File: src/byte_stuffing_deframer_fifo_assert.svh
// Assertion helpers for the deframer block.
`ifndef BYTE_STUFFING_DEFRAMER_FIFO_ASSERT_SVH
`define BYTE_STUFFING_DEFRAMER_FIFO_ASSERT_SVH

// Same-cycle implication, checked outside reset.
`define BSD_ASSERT_NOW(label, clk, rst, ante, cons, msg) \
   label: assert property (@(posedge clk) disable iff (rst) (ante) |-> (cons)) \
      else $error(msg);

// Next-cycle implication, checked outside reset.
`define BSD_ASSERT_NEXT(label, clk, rst, ante, cons, msg) \
   label: assert property (@(posedge clk) disable iff (rst) (ante) |=> (cons)) \
      else $error(msg);

`endif

File: src/bsd_pkg.sv
`timescale 1ns / 1ps

package bsd_pkg;

   // Default buffer depth in bytes
   localparam int DefaultFifoDepth = 1024;

   // Field widths
   localparam int ByteW    = 8;
   localparam int FillW    = 11;
   localparam int FramesW  = 16;
   localparam int ActionW  = 2;
   localparam int CsrAddrW = 1;

   // Register reset values: 'A' and 'Z'
   localparam logic [ByteW-1:0] EscapeCharReset = 8'd65;
   localparam logic [ByteW-1:0] EndCharReset    = 8'd90;

   // Register indexes
   localparam logic [CsrAddrW-1:0] CsrEscapeChar = 1'b0;
   localparam logic [CsrAddrW-1:0] CsrEndChar    = 1'b1;

   // Request kinds
   typedef enum logic [ActionW-1:0] {
      ACT_RX    = 2'd0,
      ACT_READ  = 2'd1,
      ACT_CLEAR = 2'd2,
      ACT_NOP   = 2'd3
   } action_type;

   // Per-beat status from the parser/FIFO control
   typedef struct packed {
      logic               read_valid;
      logic [FillW-1:0]   fill_level;
      logic [FramesW-1:0] frames_done;
      logic               frame_end;
      logic               overflow;
   } status_type;

endpackage

File: src/bsd_core.sv
`timescale 1ns / 1ps

module bsd_core #(
   parameter int FifoDepth = bsd_pkg::DefaultFifoDepth
) (
   input  logic                          clock,
   input  logic                          reset,
   input  logic                          step,
   input  bsd_pkg::action_type           action,
   input  logic [bsd_pkg::ByteW-1:0]     rx_byte,
   input  logic [bsd_pkg::ByteW-1:0]     escape_char,
   input  logic [bsd_pkg::ByteW-1:0]     end_char,
   output bsd_pkg::status_type           status,
   output logic                          mem_wr_en,
   output logic [$clog2(FifoDepth)-1:0]  mem_wr_addr,
   output logic                          mem_rd_en,
   output logic [$clog2(FifoDepth)-1:0]  mem_rd_addr
);

   localparam int AddrW = $clog2(FifoDepth);
   localparam int CntW  = $clog2(FifoDepth + 1);

   typedef enum logic [1:0] {
      ST_IDLE  = 2'd0,
      ST_FRAME = 2'd1,
      ST_ESC   = 2'd2
   } parse_state_type;

   parse_state_type                state_ff, state_in;
   logic [AddrW-1:0]               wr_idx_ff, wr_idx_in;
   logic [AddrW-1:0]               rd_idx_ff, rd_idx_in;
   logic [CntW-1:0]                fill_ff, fill_in;
   logic [bsd_pkg::FramesW-1:0]    frames_ff, frames_in;
   logic                           full, empty;
   logic                           push_req, pushed, popped;
   logic                           frame_end, overflow;

   assign full  = (fill_ff == CntW'(FifoDepth));
   assign empty = (fill_ff == '0);

   // Parser and FIFO bookkeeping for one beat
   always_comb begin
      state_in  = state_ff;
      frames_in = frames_ff;
      push_req  = 1'b0;
      popped    = 1'b0;
      frame_end = 1'b0;
      case (action)
         bsd_pkg::ACT_RX: begin
            unique case (state_ff)
               ST_IDLE: begin
                  if (rx_byte == escape_char) begin
                     state_in = ST_FRAME;
                  end
               end
               ST_FRAME: begin
                  if (rx_byte == end_char) begin
                     frames_in = frames_ff + bsd_pkg::FramesW'(1);
                     frame_end = 1'b1;
                     state_in  = ST_IDLE;
                  end else if (rx_byte == escape_char) begin
                     state_in = ST_ESC;
                  end else begin
                     push_req = 1'b1;
                  end
               end
               ST_ESC: begin
                  push_req = 1'b1;
                  state_in = ST_FRAME;
               end
               default: begin
                  state_in = ST_IDLE;
               end
            endcase
         end
         bsd_pkg::ACT_READ: begin
            popped = !empty;
         end
         bsd_pkg::ACT_CLEAR: begin
            state_in  = ST_IDLE;
            frames_in = '0;
         end
         default: begin
         end
      endcase

      pushed   = push_req && !full;
      overflow = push_req && full;

      // Index and fill updates; clear overrides
      wr_idx_in = wr_idx_ff;
      rd_idx_in = rd_idx_ff;
      fill_in   = fill_ff;
      if (pushed) begin
         wr_idx_in = (wr_idx_ff == AddrW'(FifoDepth - 1)) ? '0 : wr_idx_ff + AddrW'(1);
         fill_in   = fill_ff + CntW'(1);
      end
      if (popped) begin
         rd_idx_in = (rd_idx_ff == AddrW'(FifoDepth - 1)) ? '0 : rd_idx_ff + AddrW'(1);
         fill_in   = fill_ff - CntW'(1);
      end
      if (action == bsd_pkg::ACT_CLEAR) begin
         wr_idx_in = '0;
         rd_idx_in = '0;
         fill_in   = '0;
      end
   end

   always_ff @(posedge clock) begin
      if (reset) begin
         state_ff  <= ST_IDLE;
         wr_idx_ff <= '0;
         rd_idx_ff <= '0;
         fill_ff   <= '0;
         frames_ff <= '0;
      end else if (step) begin
         state_ff  <= state_in;
         wr_idx_ff <= wr_idx_in;
         rd_idx_ff <= rd_idx_in;
         fill_ff   <= fill_in;
         frames_ff <= frames_in;
      end
   end

   // Memory access for this beat
   assign mem_wr_en   = step && pushed;
   assign mem_wr_addr = wr_idx_ff;
   assign mem_rd_en   = step && popped;
   assign mem_rd_addr = rd_idx_ff;

   // Status reflects the state after this beat
   assign status.read_valid  = popped;
   assign status.fill_level  = bsd_pkg::FillW'(fill_in);
   assign status.frames_done = frames_in;
   assign status.frame_end   = frame_end;
   assign status.overflow    = overflow;

endmodule

File: config.mk
export PLATFORM = sky130hd
export DESIGN_NAME = bsd_core
export DESIGN_NICKNAME = d
export VERILOG_FILES = /design/src/byte_stuffing_deframer_fifo_assert.svh /design/src/bsd_pkg.sv /design/src/bsd_core.sv
export SDC_FILE = /design/constraint.sdc
export NUM_CORES = 1
export LEC_CHECK = 0
export BUFFER_PORTS_ARGS = -buffer_cell sky130_fd_sc_hd__clkbuf_2
export CAP_MARGIN = 20
export CORE_MARGIN = 4
export CORE_UTILIZATION = 57
export CTS_BUF_LIST = sky130_fd_sc_hd__clkbuf_8
export DETAILED_ROUTE_END_ITERATION = 12
export PLACE_DENSITY = 0.84
export SETUP_SLACK_MARGIN = 0.5
export SLEW_MARGIN = 20
export SYNTH_ARGS = -nofsm -noshare
export SYNTH_HDL_FRONTEND = slang
export SYNTH_SLANG_ARGS = --single-unit
File: constraint.sdc
create_clock -name clock -period 3.4 [get_ports clock]
set_input_delay 0.68 -clock clock [delete_from_list [all_inputs] [get_ports clock]]
set_output_delay 0.68 -clock clock [all_outputs]
set_load 0.02 [all_outputs]
==> results.txt, run 1 <==
Power Density -> 242 mW/mm^2
Leak -> 2.06 nW
cell count after placement -> 600
Worst-path clk slew -> 110 ps
pin count of the biggest net entering global routing -> 31
Routed Antenna Nets -> 0
Hold Buf Count CTS -> 0
routed wire length -> 14,300 um
reg2reg end -> mem_wr_addr[3]$_SDFFE_PP0P_
synthesized flop and latch total -> 49
initial DRC count -> 689
hold slack final -> 493 ps
DR vias/cell -> 6.95
net count after synthesis -> 505
cell taking the most area after synthesis -> dfxtp_1
Reg2Reg Depth -> 14
grt total ovfl -> 0
final hold vios -> 0
flop2flop setup slack -> 820 ps
worst-margin pin slew -> 817 ps
Placed Area -> 0.00400 sq mm
number of synthesized flops with an enable pin -> 0
Multi-input gate area -> 0.00280 sq mm
Highest Signal Layer -> met4
Mapped Area -> 0.00359 sq mm
Required @ worst endpoint -> 2720 ps
Max Fclk -> 301 MHz
Yosys warning count -> 0
Max-Cap Viols -> 0
Main synth FF type -> dfxtp_1
arrival time worst endpoint -> 2640 ps
I/O pin count -> 81
Num CTS Buffers -> 5
Avg WL per Cell -> 21.9 um
register area -> 0.00102 sq mm
Setup crit start kind -> flop
DR DRC count -> 0
Met2 Wirelength -> 6910 um
hold path start -> frames_ff[15]$_SDFFE_PP0P_
Starting Density -> 0.595
share of the yosys chip area belonging to registers -> 0.273
fin area -> 0.00499 sq mm
CP Capture Type -> primary output
fill count -> 319
Core Footprint -> 0.00603 sq mm
Rows -> 28
Synth cell types -> 73
first-pass GRT wire length -> 18,900 um
HP Class -> reg -> reg
hold path cells -> 1
WL met3 -> 1410 um
Setup WS pre-CTS -> 283 ps
Period Utilization, post-route -> 0.976
Final Non-Filler Cells -> 654
Setup Viol. Count Final -> 0
Die X-Extent -> 87.3 um
share of cells above drive strength 1 -> 0.394
# port buffers -> 80
area growth from synthesis to layout -> 39.0%
share of flip-flops with an asynchronous set or reset -> 0
clk buf depth -> 2
antenna violations before repair -> 0
RD Place Congestion -> 0.960
Area contributors post-synth -> dfxtp_1 (27%), nor2_1 (5.7%), a21oi_1 (5.6%)
critical path class -> reg -> out
vias in the first global route -> 3,936
post-layout min period -> 3320 ps
Total Routing Usage GR -> 0.307
slew margin rel. -> 0.453
WL met1 -> 4960 um
setup TNS -> 0 ps
Max H-tree Level -> 2
Worst VDD drop -> 182 uV
die height -> 87.3 um
Root Driver -> clkbuf_8
RSZ-0062 raised after global routing -> yes
critical register-to-register path startpoint -> state_ff[0]$_SDFFE_PP0P_
status -> finished, final reports clean
CTS tree -> yes
die footprint -> 0.00763 sq mm
Skew-Pair Late Insertion Delay -> 320 ps
Setup Skew -> 20.4 ps
Final #Nets -> 616
drt first pass iters -> 6
ANT cells -> 0
fin worst setup slack -> 81.9 ps
crit-path max FO -> 6
clk sinks -> 49
placed wire-length estimate -> 6930 um
Yosys top cell area share -> 0.273
via count -> 4,548
max-slew violations -> 0
Avg Inst Size Synth -> 7.68 sq um
Hold Path Sink -> frames_ff[15]$_SDFFE_PP0P_
post-synthesis cell count -> 467
cells in the final DEF (no fill, tap or decap), types with 12 or more instances in the layout:
master,Yosys,routed
a31oi_1,16,15
o21ai_0,30,27
xor2_1,21,21
nand2_1,37,35
dfxtp_1,49,34
or3_1,12,12
clkbuf_2,0,58
nand3_1,19,16
a21oi_1,40,37
xnor2_1,22,13
nand4_1,13,13
nor2_1,54,51
buf_6,1,13
buf_4,7,55
routing by layer:
metal / GRT usage / up-vias
li1: - / 1918
met1: 0.370 / 2088
met2: 0.546 / 429
met3: 0.0445 / 113
met4: 0.120 / 0
met5: 0 / -
state kept, by name, summed over array words and instances, names as in the netlist:
signal / count
frames_ff: 16
fill_ff: 11
mem_rd_addr: 10
mem_wr_addr: 10
state_ff: 2
Yosys cell counts (5+ instances only):
| library cell | instances |
|---|---|
| nand3_1 | 19 |
| buf_4 | 7 |
| dfxtp_1 | 49 |
| and3_1 | 12 |
| nor3_1 | 7 |
| xor2_1 | 21 |
| and4_1 | 5 |
| a31oi_1 | 16 |
| buf_2 | 8 |
| inv_1 | 9 |
| ha_1 | 9 |
| nor2_1 | 54 |
| or3_1 | 12 |
| xnor2_1 | 22 |
| nand2b_1 | 5 |
| nor2b_1 | 5 |
| o21ai_0 | 30 |
| nand2_1 | 37 |
| clkbuf_1 | 12 |
| and2_1 | 7 |
| a21oi_1 | 40 |
| nand4_1 | 13 |
critical path: stages, from the launching register on:
cell     delay, ps
dfxtp_4        420
ha_4           160
nand4_1        200
nor4b_4        390
nand2_2        140
o41ai_4        480
nor2_1         130
nand3_1        120
o21ai_1        110
buf_4          170
layout make-up:
class,count,area share
multi-input cells,380,0.561
flip-flops and latches,49,0.205
repair buffers,132,0.182
well taps,75,0.0188
clock buffers,6,0.0166
inverters,10,0.00903
clock inverters,2,0.00678
cells by family after synthesis:
group / count (synthesis) / synth area share
flip-flops: 49 / 0.273
buffers and inverters: 39 / 0.0537
XOR/XNOR: 43 / 0.105
AND/OR/NAND/NOR: 196 / 0.294
AO/OA/AOI/OAI: 127 / 0.231
adder cells (fa/ha/maj): 9 / 0.0314
multiplexers: 4 / 0.0115
per-stage QoR:
step                      power, mW   util
after floorplan               0.673      -
after global placement        0.718  0.663
after detailed placement      0.723  0.663
after CTS                      1.17  0.751
after global routing           1.24  0.827
final                          1.21  0.827
how the worst max path moves through the flow:
stage	start	endpoint	slack (ps)	cells past startpoint
3_3_place_gp	rx_byte[1]	status[19]	340	10
2_1_floorplan	end_char[2]	status[19]	510	9
5_1_grt	fill_ff[1]$_SDFFE_PP0P_	status[26]	50	9
3_5_place_dp	rx_byte[1]	status[21]	280	10
4_1_cts	state_ff[0]$_SDFFE_PP0P_	status[19]	440	9
6_report	fill_ff[1]$_SDFFE_PP0P_	status[26]	80	9
power by group:
group | leakage, nW | switching (mW) | total [mW] | internal, mW
clock network | 0.0626 | 0.217 | 0.455 | 0.237
registers | 0.405 | 0.00316 | 0.571 | 0.568
logic | 1.59 | 0.110 | 0.182 | 0.0725
total | 2.06 | 0.330 | 1.21 | 0.878
what timing repair did:
item | in CTS | in global routing
gates resized for setup | 71 | 88
setup buffers | 20 | 24
cloned | 1 | 1
pin swaps | 13 | 35
setup endpoints to repair | 26 | 25
Note: power is estimated with default switching activity, not from simulation.
==> run 2, diff against run 1 <==
- BUFFER_PORTS_ARGS: -buffer_cell sky130_fd_sc_hd__clkbuf_2 -> unset
- CORE_UTILIZATION: 57 -> 60
- DONT_BUFFER_PORTS: unset -> 1
- PLACE_DENSITY: 0.84 -> 0.76
==> run 2 against run 1 <==
Maximum frequency up 8.1%. Clock power down 20%. Die area down 4.6%. Via count down 17%. Power down 13%. Non-clock buffer count down 79. Final area down 14%. Critical endpoint is now status[25]. Largest cell class unchanged. Largest power group unchanged.
==> results.txt, run 2 (same netlist as run 1, synthesis figures left out) <==
status -> finished, final reports clean
first-pass GRT wire length -> 15,900 um (-15%)
Reg with most FFs -> frames_ff
arrival time worst endpoint -> 2390 ps (-250 ps)
I/O pin count -> 81 (unchanged)
vias in the first global route -> 3,425 (-13%)
max reg flops -> 16 (unchanged)
commonest non-fill, non-tap cell in the layout -> buf_4
critical path class -> reg -> out
Hold Buf Count CTS -> 0 (unchanged)
Die X-Extent -> 85.3 um (-2.3%)
Leak -> 1.61 nW (-22%)
final core occ -> 0.763 (-0.0645)
Final #Nets -> 538 (-13%)
grt total ovfl -> 0 (unchanged)
via count -> 3,790 (-17%)
Num CTS Buffers -> 5 (unchanged)
final hold vios -> 0 (unchanged)
DR DRC count -> 0 (unchanged)
CTS tree -> yes
DR vias/cell -> 6.61 (-4.9%)
area growth from synthesis to layout -> 20.0%
worst-margin pin slew -> 823 ps (+6.31 ps)
Max H-tree Level -> 2 (unchanged)
RSZ-0062 raised after global routing -> yes
Skew-Pair Late Insertion Delay -> 310 ps (about the same)
initial DRC count -> 427 (-38%)
ANT cells -> 0 (unchanged)
Avg WL per Cell -> 18.3 um (-16%)
# port buffers -> 0 (-100%)
Worst-path clk slew -> 100 ps (about the same)
Worst path max stage delay -> 380 ps (-100 ps)
Required @ worst endpoint -> 2720 ps (about the same)
Max-Cap Viols -> 0 (unchanged)
die height -> 85.3 um (-2.3%)
crit-path max FO -> 5 (-1)
HP Class -> in -> reg
Total Routing Usage GR -> 0.261 (-0.0466)
slew margin rel. -> 0.447 (-0.00542)
Core Footprint -> 0.00564 sq mm (-6.4%)
clk sinks -> 49 (unchanged)
pin count of the biggest net entering global routing -> 31 (unchanged)
RD Place Congestion -> 0.884 (-7.9%)
CP cell instances -> inv_2, ha_4, nor3b_4, inv_1, o31ai_4, a22o_1, xnor2_1, nor2_2
share of cells above drive strength 1 -> 0.283 (-0.110)
Top Registers -> frames_ff x16, fill_ff x11
post-layout min period -> 3070 ps (-248 ps)
CP max stage cell -> o31ai_4
setup TNS -> 0 ps (unchanged)
Setup crit start kind -> flop
Root Driver -> clkbuf_8
max-slew violations -> 0 (unchanged)
antenna violations before repair -> 0 (unchanged)
Worst VDD drop -> 193 uV (+6.0%)
routed wire length -> 10,500 um (-27%)
Period Utilization, post-route -> 0.903 (-0.0728)
die footprint -> 0.00728 sq mm (-4.6%)
Routed Antenna Nets -> 0 (unchanged)
Setup Viol. Count Final -> 0 (unchanged)
Power Density -> 244 mW/mm^2 (+0.78%)
clk buf depth -> 2 (unchanged)
Rows -> 27 (-3.6%)
Starting Density -> 0.636 (+0.0405)
placed wire-length estimate -> 6440 um (-7.1%)
drt first pass iters -> 5 (-1)
Setup Skew -> 8.99 ps (-11.5 ps)
most frequent cells in the layout -> buf_4 (46), nor2_1 (43), dfxtp_1 (40)
Max Fclk -> 326 MHz (+8.1%)
CP Capture Type -> primary output
==> run 2: cell types whose count changed in the layout (fill, tap and decap cells not counted), sizes merged <==
cell,change
clkinv,+1
clkinvlp,+1
buf,-19
bufinv,-1
inv,+1
clkbuf,-61
==> run 2: critical path: cells and delay by family (launching register included) <==
family	cells	cell delay (ps)
compound gates	2	660
flops	1	370
simple gates	2	490
fa+ha+maj	1	250
xor+xnor	1	130
buf+inv	2	170
==> run 2: final cells by class <==
| cell class | instances | area (sq um) |
|---|---|---|
| well taps | 72 | 90.1 |
| repair buffers | 53 | 418 |
| clock inverters | 3 | 21.3 |
| fillers | 389 | 1340 |
| clock buffers | 5 | 68.8 |
| multi-input cells | 380 | 2660 |
| inverters | 10 | 42.5 |
| repair inverters | 1 | 3.75 |
| flip-flops and latches | 49 | 1000 |
==> run 2: layer usage <==
| layer | up-vias | GRT usage | share of wire |
|---|---|---|---|
| met1 | 1767 | 0.329 | 0.40 |
| li1 | 1754 | - | - |
| met4 | 0 | 0.0777 | 0.036 |
| met3 | 47 | 0.0650 | 0.097 |
| met5 | - | 0 | 0 |
| met2 | 222 | 0.438 | 0.47 |
==> run 2: report_power, final <==
part / switching [mW] / internal, mW
registers: 0.00300 / 0.572
clock network: 0.219 / 0.147
logic: 0.0670 / 0.0434
total: 0.289 / 0.762
==> run 2: path summary, 6_finish.rpt <==
path,from,end,slack (ps),cells after the start
max,state_ff[0]$_SDFFE_PP0P_,status[25],330,8
min,reset,frames_ff[4]$_SDFFE_PP0P_,420,1
max reg2reg,state_ff[0]$_SDFFE_PP0P_,fill_ff[3]$_SDFFE_PP0P_,1010,9
min reg2reg,frames_ff[15]$_SDFFE_PP0P_,frames_ff[15]$_SDFFE_PP0P_,500,1
==> run 2: repair_timing <==
action	CTS	global route
cloned	1	2
hold endpoints to repair	0	0
resized for setup	59	21
pin swaps	15	21
setup endpoints to repair	22	24
setup buffers	14	17
==> run 2: through the flow <==
step / instance area, sq um / hold WS (ps) / cells / worst slack [ps] / total power [mW]
final: 4300 / 418 / 573 / 330 / 1.05
after global routing: 4300 / 407 / 573 / 225 / 1.09
after CTS: 4080 / 408 / 554 / 450 / 1.05
after detailed placement: 3690 / 476 / 531 / 401 / 0.686
after global placement: 3690 / 460 / 531 / 427 / 0.685
after floorplan: 3590 / 451 / 467 / 508 / 0.673
